**config.mk**
```make
export PLATFORM = sky130hd
export DESIGN_NAME = joystick_accel_report_decoder
export DESIGN_NICKNAME = d
export VERILOG_FILES = /design/src/sv/jard_pkg.sv /design/src/sv/joystick_accel_report_decoder.sv
export SDC_FILE = /design/constraint.sdc
export NUM_CORES = 1
export LEC_CHECK = 0
export BUFFER_PORTS_ARGS = -buffer_cell sky130_fd_sc_hd__buf_2
export CELL_PAD_IN_SITES_DETAIL_PLACEMENT = 0
export CELL_PAD_IN_SITES_GLOBAL_PLACEMENT = 2
export CORE_MARGIN = 4
export CORE_UTILIZATION = 36
export DETAILED_ROUTE_END_ITERATION = 8
export PLACE_DENSITY = 0.84
export SYNTH_ARGS = -nofsm -noshare
export SYNTH_HDL_FRONTEND = slang
export SYNTH_SLANG_ARGS = --single-unit
```
**constraint.sdc**
```tcl
create_clock -name clock -period 2.16 [get_ports clock]
set_input_delay 0 -clock clock [delete_from_list [all_inputs] [get_ports clock]]
set_output_delay 0 -clock clock [all_outputs]
set_load 0.005 [all_outputs]
```
**src/sv/jard_pkg.sv**
```systemverilog
// Shared constants and the byte decode function of the joystick and accelerometer
// report decoder. It depends on nothing else.
`default_nettype none

package jard_pkg;

   // Every raw byte is decoded with this key.
   localparam logic [7:0] DECODE_KEY = 8'h17;

   // Six bytes make one report.
   localparam int FRAME_LEN  = 6;
   localparam int HELD_DEPTH = FRAME_LEN - 1;
   localparam int INDEX_W    = $clog2(FRAME_LEN);

   localparam logic [INDEX_W-1:0] LAST_INDEX = INDEX_W'(FRAME_LEN - 1);

   // A decoded byte is (raw xor key) + key, modulo 256.
   function automatic logic [7:0] decode_byte(input logic [7:0] raw);
      return (raw ^ DECODE_KEY) + DECODE_KEY;
   endfunction

endpackage

`default_nettype wire

```
**src/sv/joystick_accel_report_decoder.sv**
```systemverilog
// Top level of the joystick and accelerometer report decoder.
// It depends on jard_pkg for the decode key, the frame length and the decode function.
`default_nettype none

// The block takes encoded report bytes, one per transfer on the req_ channel, and
// gives one report on the rsp_ channel for each complete six-byte frame. Each
// byte is decoded as (raw xor 0x17) + 0x17, modulo 256. Bytes 0 and 1 are the
// joystick axes. Bytes 2 to 4 are the upper eight bits of the three accelerometer
// axes, and byte 5 carries their low bits and the z and c buttons. A byte with
// req_frame_start high is taken as byte 0 of a new frame, and a partial frame is
// dropped. Frames may also follow each other without the flag. rsp_changed is
// high when any field differs from the previous report, which reset clears to
// zero. A byte can be accepted on every clock unless the block stops, as below. A
// byte is held in an input register, where it is decoded, and from there it is
// written into the frame buffer or turned into a report in the output register.
// A report is therefore valid once its sixth byte has moved from the input
// register into the output register.
// The block stops taking bytes only when a finished report waits at the output
// and the byte in the input register would complete the next one.
module joystick_accel_report_decoder (
   input  wire logic       clock,
   input  wire logic       reset,

   input  wire logic       req_valid,
   output logic            req_ready,
   input  wire logic [7:0] req_raw_byte,
   input  wire logic       req_frame_start,

   output logic            rsp_valid,
   input  wire logic       rsp_ready,
   output logic [7:0]      rsp_joy_x,
   output logic [7:0]      rsp_joy_y,
   output logic [9:0]      rsp_accel_x,
   output logic [9:0]      rsp_accel_y,
   output logic [9:0]      rsp_accel_z,
   output logic            rsp_z_pressed,
   output logic            rsp_c_pressed,
   output logic            rsp_changed
);

   localparam int IW = jard_pkg::INDEX_W;

   // Input register.
   logic       s1_valid_ff, s1_valid_in;
   logic [7:0] s1_raw_ff;
   logic       s1_start_ff;

   // Frame state.
   logic [IW-1:0] byte_index_ff, byte_index_in;
   logic [7:0]    held_ff [jard_pkg::HELD_DEPTH];

   // Previous report, used for the changed flag.
   logic [7:0] prev_joy_x_ff, prev_joy_y_ff;
   logic [9:0] prev_accel_x_ff, prev_accel_y_ff, prev_accel_z_ff;
   logic [1:0] prev_buttons_ff;

   // Output register.
   logic       rsp_valid_ff, rsp_valid_in;
   logic [7:0] joy_x_ff, joy_y_ff;
   logic [9:0] accel_x_ff, accel_y_ff, accel_z_ff;
   logic [1:0] buttons_ff;
   logic       changed_ff;

   // Decode of the byte in the input register.
   logic [7:0]    dec_byte;
   logic [IW-1:0] pos;
   logic          is_last;
   logic          s1_advance;
   logic          report_load;
   logic          req_take;

   logic [7:0] joy_x_in, joy_y_in;
   logic [9:0] accel_x_in, accel_y_in, accel_z_in;
   logic [1:0] buttons_in;
   logic       changed_in;

   always_comb begin
      dec_byte = jard_pkg::decode_byte(s1_raw_ff);
      pos      = s1_start_ff ? '0 : byte_index_ff;
      is_last  = (pos == jard_pkg::LAST_INDEX);

      // A byte that completes a report needs room in the output register; any other
      // byte only writes the frame buffer and moves on at once.
      s1_advance  = s1_valid_ff && (!is_last || !rsp_valid_ff || rsp_ready);
      report_load = s1_advance && is_last;

      req_ready = !s1_valid_ff || s1_advance;
      req_take  = req_valid && req_ready;

      s1_valid_in = req_take ? 1'b1 : (s1_advance ? 1'b0 : s1_valid_ff);

      byte_index_in = byte_index_ff;
      if (s1_advance) begin
         byte_index_in = is_last ? '0 : IW'(pos + 1'b1);
      end

      // The status byte supplies two low bits for each axis: the lower bit position
      // becomes bit 1 and the upper one bit 0.
      joy_x_in   = held_ff[0];
      joy_y_in   = held_ff[1];
      accel_x_in = {held_ff[2], dec_byte[2], dec_byte[3]};
      accel_y_in = {held_ff[3], dec_byte[4], dec_byte[5]};
      accel_z_in = {held_ff[4], dec_byte[6], dec_byte[7]};
      buttons_in = dec_byte[1:0];

      changed_in = (joy_x_in != prev_joy_x_ff) || (joy_y_in != prev_joy_y_ff) ||
                   (accel_x_in != prev_accel_x_ff) || (accel_y_in != prev_accel_y_ff) ||
                   (accel_z_in != prev_accel_z_ff) || (buttons_in != prev_buttons_ff);

      rsp_valid_in = report_load ? 1'b1 : (rsp_ready ? 1'b0 : rsp_valid_ff);
   end

   // Control state and the previous report, which starts at zero.
   always_ff @(posedge clock) begin
      if (reset) begin
         s1_valid_ff     <= 1'b0;
         byte_index_ff   <= '0;
         rsp_valid_ff    <= 1'b0;
         prev_joy_x_ff   <= '0;
         prev_joy_y_ff   <= '0;
         prev_accel_x_ff <= '0;
         prev_accel_y_ff <= '0;
         prev_accel_z_ff <= '0;
         prev_buttons_ff <= '0;
      end else begin
         s1_valid_ff   <= s1_valid_in;
         byte_index_ff <= byte_index_in;
         rsp_valid_ff  <= rsp_valid_in;
         if (report_load) begin
            prev_joy_x_ff   <= joy_x_in;
            prev_joy_y_ff   <= joy_y_in;
            prev_accel_x_ff <= accel_x_in;
            prev_accel_y_ff <= accel_y_in;
            prev_accel_z_ff <= accel_z_in;
            prev_buttons_ff <= buttons_in;
         end
      end
   end

   // Payload registers need no reset.
   always_ff @(posedge clock) begin
      if (req_take) begin
         s1_raw_ff   <= req_raw_byte;
         s1_start_ff <= req_frame_start;
      end
      if (s1_advance && !is_last) begin
         held_ff[pos] <= dec_byte;
      end
      if (report_load) begin
         joy_x_ff   <= joy_x_in;
         joy_y_ff   <= joy_y_in;
         accel_x_ff <= accel_x_in;
         accel_y_ff <= accel_y_in;
         accel_z_ff <= accel_z_in;
         buttons_ff <= buttons_in;
         changed_ff <= changed_in;
      end
   end

   assign rsp_valid     = rsp_valid_ff;
   assign rsp_joy_x     = joy_x_ff;
   assign rsp_joy_y     = joy_y_ff;
   assign rsp_accel_x   = accel_x_ff;
   assign rsp_accel_y   = accel_y_ff;
   assign rsp_accel_z   = accel_z_ff;
   assign rsp_z_pressed = buttons_ff[0];
   assign rsp_c_pressed = buttons_ff[1];
   assign rsp_changed   = changed_ff;

endmodule

`default_nettype wire

```
==> key figures, run 1 <==
Setup path
  – Req. time, crit path: 2320 ps
  – Delay-heaviest family, CP: simple AND/OR/NAND/NOR gates
  – Startpoint type of the worst setup path: register
  – Worst R2R End: rsp_changed
  – CP max stage cell: or4_1
  – WP depth: 6
  – Setup CP Type: reg -> reg
  – WP data arrival: 2300 ps
  – Max incr delay on CP: 500 ps
  – Beginning of the critical path: s1_raw_ff[1]
  – Most frequent CP cell: nand4_1
  – CP bufs+invs: 0
  – Register-to-Register Setup Slack: 20 ps
  – Crit Path Max Fanout: 3
  – Crit path to: rsp_changed
  – Worst-case reg-to-reg path depth: 6
  – Critical path capture point type: register
  – Critical-path cell list: ha_4 -> xor2_1 -> nand4_1 -> nor4_2 -> nand4_1 -> or4_1
  – RR Startpoint: s1_raw_ff[1]

Clocking
  – TritonCTS clock tree: built
  – CTS Buffer Depth: 2
  – Worst-path clk slew: 60 ps
  – Clk root buf: clkbuf_16
  – Clk sinks: 151
  – Clock Latency Late Sink: 430 ps
  – CTS buffer count: 17
  – H-tree levels: 4

Global route
  – Total GRT Usage: 0.140
  – GRT Residual Overflow: 0
  – Pin count of the biggest net entering global routing: 47
  – Initial antenna violation count: 0
  – Vias in the first global route: 3,524
  – First-pass GRT wire length: 19,100 um

Drt
  – Routed length per instance: 16.1 um
  – Number of DRC markers in iteration 0: 251
  – Via count: 3,439
  – Antenna Nets Post-Route: 0
  – Vias per std cell: 4.60
  – Pre-antenna DRT Iters: 6
  – WL final: 12,000 um
  – DRC Markers: 0

Logic synthesis
  – Synth Warn #: 0
  – Synth Register Bits: 151
  – Yosys top cell area share: 0.519
  – Post-synthesis sequential area ratio: 0.705
  – Post-synth cell types: 37
  – Ys async rst share: 0
  – Syn Std Cell Area: 0.00568 mm2
  – Commonest cells post-synth: edfxtp_1 (98), nand2_1 (91), dfxtp_1 (53), a21oi_1 (45), xnor2_1 (43)
  – Largest area contributor in the netlist: edfxtp_1
  – Area contributors post-synth: edfxtp_1 (52%), dfxtp_1 (19%), xnor2_1 (6.6%)
  – EDFF count, synth: 98
  – Gate count after technology mapping: 424
  – Ys flop type: edfxtp_1
  – Syn avg cell area: 13.4 um2
  – Syn Nets: 438
  – Most common cell in the netlist: edfxtp_1

Power and ir drop
  – Comb pwr share: 0.032
  – Switch Pwr: 1.33 mW
  – Worst VDD drop: 0.000481 V
  – Pwr Density: 936 mW/mm2
  – Clock share of power: 0.500
  – Switching Fraction: 0.198
  – P_leak: 2.45 nW
  – Flop pwr share: 0.468
  – Tot Pwr: 6.71 mW
  – Power Internal: 5.38 mW

Floorplanning
  – Starting density of the core: 0.371
  – Die Area: 0.0178 mm2
  – Ports: 64
  – Core Region: 0.0153 mm2
  – Die height: 134 um
  – # rows: 45
  – Die X: 134 um

Placed design
  – Cell Area, Placed: 0.00634 mm2
  – IO buf count: 63
  – Dpl hpwl: 7970 um
  – Setup WS pre-CTS: -57.1 ps
  – Final Wtd Congestion: 0.781

Flow run
  – Max Cap Viol: 0

Timing
  – Slew margin rel.: 0.395
  – RSZ-0062 raised after global routing: yes
  – Slew Limit Fails: 0
  – Max Clock Freq: 466 MHz
  – Final setup viols: 0
  – Clock skew: 12.9 ps
  – Post-route clock period utilization: 0.993
  – Least-Margin Pin Slew: 908 ps
  – Final Hold Vio Count: 0
  – Worst setup margin: 15.6 ps
  – Tmin final: 2140 ps

Min path
  – Worst hold-check path type: in -> reg

Final layout
  – Design area: 0.00717 mm2
  – Area added between synthesis and finish: 26.3%
  – NumNets Final: 538
  – Share of layout cells above drive strength 1: 0.259
  – ANT cells: 0

Status
  – Status: finished, final reports clean
## stage by stage
step | TNS (ps) | instances | hold WS [ps] | utilization
3_5_place_dp | -57.1 | 704 | 178 | 0.414
3_3_place_gp | 0 | 704 | 179 | 0.414
5_1_grt | -41.7 | 748 | 80.2 | 0.468
2_1_floorplan | 0 | 424 | 98.9 | -
4_1_cts | 0 | 748 | 45.3 | 0.467
6_report | 0 | 748 | 45.8 | 0.468
## what timing repair did
action	4_1_cts	5_1_grt
pin swaps	1	0
endpoints found under the hold margin	11	0
setup endpoints to repair	1	1
hold buffers	11	0
gates resized for setup	2	3
setup buffers	1	0
## placed cells by master, fill, tap and decap left out, drive strengths merged, types with 2 or more instances in the layout
master	count
nand4	12
buf	88
a211oi	5
inv	10
nor3	4
clkinv	5
edfxtp	98
xor2	7
a21oi	52
nor2	11
dfxtp	53
or4	2
nand2	91
bufinv	6
nor4	4
xnor2	43
nor4b	2
xnor3	3
dlygate4sd3	11
nand2b	2
nand3b	2
clkbuf	17
## power by group through the flow
stage	clock [mW]	combinational, mW	sequential [mW]
after floorplan	0	0.107	3.19
after global placement	0	0.194	3.20
after detailed placement	0	0.196	3.20
after CTS	3.40	0.216	3.14
after global routing	3.53	0.234	3.15
final	3.35	0.212	3.14
## logic make-up (layout without fill, tap and decap cells)
| kind of cell | Yosys count | count (layout) | share of synthesized area |
|---|---|---|---|
| AND/OR/NAND/NOR | 131 | 131 | 0.105 |
| XOR/XNOR | 53 | 53 | 0.0891 |
| adder cells (fa/ha/maj) | 1 | 1 | 0.00220 |
| multiplexers | 1 | 1 | 0.00176 |
| flip-flops | 151 | 151 | 0.705 |
| buffers and inverters | 25 | 138 | 0.0311 |
| AO/OA/AOI/OAI | 62 | 62 | 0.0653 |
## registers in the layout, indices dropped and copies added, names as in the netlist, 10 cells and up
register / cells
prev_accel_y_ff: 10
rsp_accel_y: 10
rsp_accel_x: 10
prev_accel_z_ff: 10
prev_accel_x_ff: 10
held_ff: 40
rsp_accel_z: 10
## metal layers
metal	share of wire	vias up	track usage	routed length, um
met2	0.48	81	0.230	5810
met3	0.053	14	0.0400	642
met5	0	-	0	0
met1	0.45	1649	0.178	5420
met4	0.012	0	0.0514	146
li1	-	1695	-	-
## worst min path at each step
stage	from	endpoint	slack, ps	depth (start not counted)
2_1_floorplan	req_raw_byte[0]	s1_raw_ff[0]	100	0
3_3_place_gp	req_frame_start	s1_start_ff	180	1
3_5_place_dp	req_raw_byte[6]	s1_raw_ff[6]	180	1
4_1_cts	reset	byte_index_ff[1]	50	2
5_1_grt	reset	byte_index_ff[1]	80	2
6_report	reset	byte_index_ff[1]	50	2
## cell type report
type / count / area [um2]
multi-input cells: 248 / 1530
inverters: 7 / 28.8
flip-flops and latches: 151 / 4000
clock inverters: 15 / 249
clock buffers: 17 / 425
fillers: 1405 / 8150
well taps: 211 / 264
repair buffers: 99 / 663
No activity file was read; power rests on OpenSTA's default activity.
==> inputs of run 2 (changes only) <==
--- a/config.mk
+++ b/config.mk
@@ -12,6 +12,7 @@
 export CORE_UTILIZATION = 36
 export DETAILED_ROUTE_END_ITERATION = 8
 export PLACE_DENSITY = 0.84
+export REMOVE_ABC_BUFFERS = 1
 export SYNTH_ARGS = -nofsm -noshare
 export SYNTH_HDL_FRONTEND = slang
 export SYNTH_SLANG_ARGS = --single-unit
==> run 2 against run 1 <==
Against the previous run: fmax rose by 3.3%; core utilization fell by 1.2 points; sequential power barely moved; sequential share of layout area rose by 1.5 points; clock-buffer cell count rose by 10; combinational power fell by 2%; cell count fell by 1.1%; register-to-register slack improved by 70 ps; non-clock buffer count fell by 8.
==> key figures, run 2 (synthesized netlist as in run 1, its figures left out) <==
Global route
  – First-pass GRT wire length: 18,200 um
  – Vias in the first global route: 3,427
  – Pin count of the biggest net entering global routing: 47
  – GRT Residual Overflow: 0
  – Initial antenna violation count: 0
  – Total GRT Usage: 0.135

Setup path
  – Startpoint type of the worst setup path: register
  – Setup CP Type: reg -> reg
  – CP max stage cell: or4_1
  – Max incr delay on CP: 460 ps
  – RR Startpoint: s1_raw_ff[0]
  – Critical path capture point type: register
  – Req. time, crit path: 2310 ps
  – Register-to-Register Setup Slack: 80 ps
  – Critical-path cell list: buf_6 -> nand3_2 -> a21oi_2 -> xnor3_1 -> nand3b_1 -> or4_1
  – Delay-heaviest family, CP: simple AND/OR/NAND/NOR gates
  – Worst R2R End: rsp_changed
  – Worst-case reg-to-reg path depth: 6
  – CP bufs+invs: 1
  – Crit Path Max Fanout: 10
  – WP data arrival: 2230 ps

Power and ir drop
  – Clock share of power: 0.436
  – P_leak: 2.34 nW
  – Switching Fraction: 0.201
  – Pwr Density: 853 mW/mm2
  – Flop pwr share: 0.529
  – Tot Pwr: 5.95 mW
  – Switch Pwr: 1.20 mW
  – Worst VDD drop: 0.000479 V
  – Comb pwr share: 0.035
  – Power Internal: 4.75 mW

Timing
  – Clock skew: 6.16 ps
  – Final Hold Vio Count: 0
  – Slew margin rel.: 0.437
  – Slew Limit Fails: 0
  – Least-Margin Pin Slew: 845 ps
  – Post-route clock period utilization: 0.961
  – Worst-case hold slack: 81.3 ps
  – Setup TNS: 0 ps
  – Final setup viols: 0
  – Max Clock Freq: 482 MHz
  – Tmin final: 2080 ps
  – Worst setup margin: 83.6 ps

Floorplanning
  – Starting density of the core: 0.371
  – Core Region: 0.0153 mm2
  – Ports: 64
  – # rows: 45
  – Die X: 134 um
  – Die height: 134 um
  – Die Area: 0.0178 mm2

Drt
  – DRC Markers: 0
  – Routed length per instance: 15.5 um
  – WL final: 11,400 um
  – Pre-antenna DRT Iters: 5
  – Number of DRC markers in iteration 0: 168
  – Via count: 3,380
  – Vias per std cell: 4.57
  – Antenna Nets Post-Route: 0

Clocking
  – Clk sinks: 151
  – Clk root buf: clkbuf_16
  – CTS Buffer Depth: 2
  – Worst-path clk slew: 60 ps
  – TritonCTS clock tree: built
  – CTS buffer count: 17
  – H-tree levels: 4
  – Clock Latency Late Sink: 410 ps

Final layout
  – Area added between synthesis and finish: 22.9%
  – Most common cell after layout, fill and taps aside: edfxtp_1
  – Non-filler cells, final: 740
  – ANT cells: 0
  – Share of layout cells above drive strength 1: 0.236
  – Biggest register: held_ff
  – Most frequent cells in the layout: edfxtp_1 (98), nand2_1 (91), buf_2 (63)
  – Largest register FFs: 40
  – NumNets Final: 530
  – Multi-input gate area: 0.00154 mm2
  – Layout fillers: 1,401
  – Register area: 0.00400 mm2

Flow run
  – Max Cap Viol: 0

Status
  – Status: finished, final reports clean

Min path
  – Hold Path Origin: reset
  – Hold depth: 2
  – Hold-critical path endpoint: byte_index_ff[1]
  – Worst hold-check path type: in -> reg

Placed design
  – Dpl hpwl: 7400 um
  – Final Wtd Congestion: 0.803
  – IO buf count: 63
  – Dpl cells: 696
  – Setup WS pre-CTS: -36.2 ps
## run 2: timing repair
item | in CTS | in global routing
hold buffers | 11 | 0
resized for setup | 2 | 6
pin swaps | 0 | 5
hold endpoints to repair | 11 | 0
setup endpoints to repair | 1 | 1
buffers inserted | 1 | 0
## run 2: stage by stage
step	util	instance area, um2
final	0.455	6980
after global routing	0.455	6980
after CTS	0.454	6950
after detailed placement	0.411	6300
after global placement	0.411	6300
after floorplan	-	5530
## run 2: worst max-delay path by stage
stage / to / slack, ps / from / depth (start not counted)
6_report: rsp_changed / 80 / s1_raw_ff[0] / 6
2_1_floorplan: buttons_ff[0] / -200 / s1_start_ff / 3
3_3_place_gp: rsp_changed / 70 / s1_raw_ff[1] / 6
3_5_place_dp: rsp_changed / -40 / s1_raw_ff[1] / 6
4_1_cts: rsp_changed / 20 / s1_raw_ff[0] / 6
5_1_grt: rsp_changed / -3 / s1_raw_ff[0] / 6
## run 2: worst register-to-register path, delay by kind of cell (launching register included)
family          cells  cell delay [ps]
flops               1              410
compound gates      1              200
buf+inv             1              190
simple gates        3              770
xor+xnor            1              240
## run 2: final cells by class
cell class	instances	area share
inverter	7	0.00413
multi-input combinational	248	0.221
timing repair buffer	91	0.0888
tap	211	0.0378
clock buffer	27	0.0707
clock inverter	5	0.00377
sequential	151	0.574
## run 2: power by group through the flow
stage                     combinational [mW]  clock (mW)  sequential (mW)
final                                  0.207        2.60             3.15
after global routing                   0.227        2.78             3.15
after CTS                              0.207        2.66             3.15
after detailed placement               0.186           0             3.21
after global placement                 0.184           0             3.20
after floorplan                       0.0887           0             3.20
## run 2: routing by layer
layer  track usage  vias up  wire length [um]
met1         0.173     1621              5220
li1              -     1673                 -
met4        0.0571        0               194
met2         0.213       69              5460
met3        0.0419       17               578
met5             0        -                 0
==> inputs of run 3 (changes only) <==
--- a/config.mk
+++ b/config.mk
@@ -8,7 +8,7 @@
 export BUFFER_PORTS_ARGS = -buffer_cell sky130_fd_sc_hd__buf_2
 export CELL_PAD_IN_SITES_DETAIL_PLACEMENT = 0
 export CELL_PAD_IN_SITES_GLOBAL_PLACEMENT = 2
-export CORE_MARGIN = 4
+export CORE_MARGIN = 5
 export CORE_UTILIZATION = 36
 export DETAILED_ROUTE_END_ITERATION = 8
 export PLACE_DENSITY = 0.84
==> run 3 against run 2 <==
Against the previous run: clock skew grew 3.1 ps; total power grew 11%; largest cell class unchanged; sequential power is essentially flat; sequential share of layout area shrank 1.3 points; routed wire length grew 1.2%; cell count grew 1.5%; non-clock buffer count grew 6.
==> key figures, run 3 (synthesized netlist as in run 1, its figures left out) <==
Status
  – Status: finished, final reports clean

Setup path
  – Max incr delay on CP: 540 ps
  – RR Startpoint: s1_raw_ff[0]
  – Crit Path Max Fanout: 10
  – Setup CP Type: reg -> reg
  – Critical path capture point type: register
  – Beginning of the critical path: s1_raw_ff[0]
  – Req. time, crit path: 2320 ps
  – Critical-path cell list: buf_4 -> nand3_1 -> xor2_2 -> xnor2_1 -> nand4_1 -> or4_1
  – Startpoint type of the worst setup path: register
  – WP data arrival: 2230 ps
  – CP max stage cell: or4_1

Global route
  – First-pass GRT wire length: 18,200 um
  – Met3 usage: 0.0420
  – Gr busiest metal: met2
  – GRT Residual Overflow: 0
  – Met1 usage: 0.165
  – Vias in the first global route: 3,393
  – Met2 usage: 0.216
  – Pin count of the biggest net entering global routing: 43
  – Total GRT Usage: 0.133
  – Initial antenna violation count: 0

Placed design
  – Dpl hpwl: 7650 um
  – IO buf count: 63
  – Final Wtd Congestion: 0.818

Drt
  – Number of DRC markers in iteration 0: 245
  – Pre-antenna DRT Iters: 4
  – Via count: 3,397
  – Vias per std cell: 4.52
  – Antenna Nets Post-Route: 0
  – DRC Markers: 0
  – Routed length per instance: 15.4 um
  – WL final: 11,600 um

Floorplanning
  – Die height: 136 um
  – # rows: 46
  – Starting density of the core: 0.363
  – Ports: 64
  – Core Region: 0.0157 mm2
  – Die Area: 0.0184 mm2
  – Die X: 136 um

Timing
  – Setup TNS: 0 ps
  – Post-route clock period utilization: 0.960
  – Final setup viols: 0
  – Tmin final: 2070 ps
  – RSZ-0062 raised after global routing: no
  – Clock skew: 9.22 ps
  – Max Clock Freq: 482 MHz
  – Worst-case hold slack: 282 ps
  – Final Hold Vio Count: 0
  – Slew Limit Fails: 0
  – Slew margin rel.: 0.406
  – Least-Margin Pin Slew: 890 ps

Final layout
  – Most frequent cells in the layout: edfxtp_1 (98), nand2_1 (91), buf_2 (63)
  – NumNets Final: 536
  – Area added between synthesis and finish: 25.7%
  – Most common cell after layout, fill and taps aside: edfxtp_1
  – Share of layout cells above drive strength 1: 0.245
  – Register area: 0.00400 mm2
  – Layout fillers: 1,441
  – Multi-input gate area: 0.00154 mm2
  – Biggest register: held_ff
  – ANT cells: 0
  – Largest register FFs: 40

Clocking
  – CTS Buffer Depth: 2
  – Clk root buf: clkbuf_16
  – TritonCTS clock tree: built
  – Clk sinks: 151
  – Worst-path clk slew: 60 ps
  – Clock Latency Late Sink: 420 ps
  – H-tree levels: 4
  – CTS buffer count: 17

Power and ir drop
  – Worst VDD drop: 0.000637 V
  – P_leak: 2.42 nW
  – Pwr Density: 928 mW/mm2

Flow run
  – Max Cap Viol: 0

Min path
  – Hold Path Origin: req_frame_start
  – Worst hold-check path type: in -> reg
[run 3: cell count changes in the layout (fill, tap and decap cells not counted), moves of 2 or more]
cell and delta:
buf_12 -2, clkbuf_8 -2, buf_4 +8, bufinv_16 +6, clkbuf_1 -4, clkinv_1 +2
[run 3: worst max-delay path: cells and delay by family, from the launching register on]
family                    cells  cell delay [ps]
and+or+nand+nor               3              820
DFF                           1              430
buffers and inverters         1              210
xor gates and xnor gates      2              350
[run 3: repair_timing]
| action | in CTS | in global routing |
|---|---|---|
| setup buffers | 0 | 1 |
| hold buffers | 12 | 0 |
| hold endpoints to repair | 20 | 0 |
| resized for setup | 2 | 4 |
| setup endpoints to repair | 1 | 1 |
| pin swaps | 0 | 2 |
[run 3: final cells by class]
| type | count | share of cell area |
|---|---|---|
| clock buffer | 21 | 0.0632 |
| clock inverter | 11 | 0.0282 |
| inverter | 7 | 0.00404 |
| multi-input combinational | 248 | 0.216 |
| sequential | 151 | 0.561 |
| tap | 216 | 0.0379 |
| timing repair buffer | 97 | 0.0895 |
[run 3: final timing paths]
| path | end | slack [ps] | cells past startpoint |
|---|---|---|---|
| setup reg to reg | rsp_changed | 90 | 6 |
| hold reg to reg | prev_accel_y_ff[6] | 460 | 2 |
| hold / removal | s1_start_ff | 280 | 2 |
| setup / recovery | rsp_changed | 90 | 6 |
[run 3: layer usage]
layer  wire, um  share of wire  vias up
li1           -              -     1683
met1       4990           0.43     1611
met2       5610           0.48       88
met3        836          0.072       15
met4        146          0.013        0
met5          0              0        -
[run 3: power breakdown]
| part | switching [mW] | total, mW | internal [mW] |
|---|---|---|---|
| Sequential | 0.0352 | 3.15 | 3.11 |
| Clock | 1.08 | 3.26 | 2.18 |
| Combinational | 0.117 | 0.211 | 0.0942 |
[run 3: metrics by stage]
| step | area, um2 | cells | util | setup WS (ps) | power [mW] |
|---|---|---|---|---|---|
| floorplan | 5530 | 406 | - | -204 | 3.29 |
| global placement | 6310 | 706 | 0.403 | 91.5 | 3.39 |
| detailed placement | 6310 | 706 | 0.403 | -12.4 | 3.40 |
| CTS | 7110 | 750 | 0.454 | 15.0 | 6.68 |
| global route | 7130 | 751 | 0.456 | 6.54 | 6.85 |
| finish | 7130 | 751 | 0.456 | 85.4 | 6.62 |
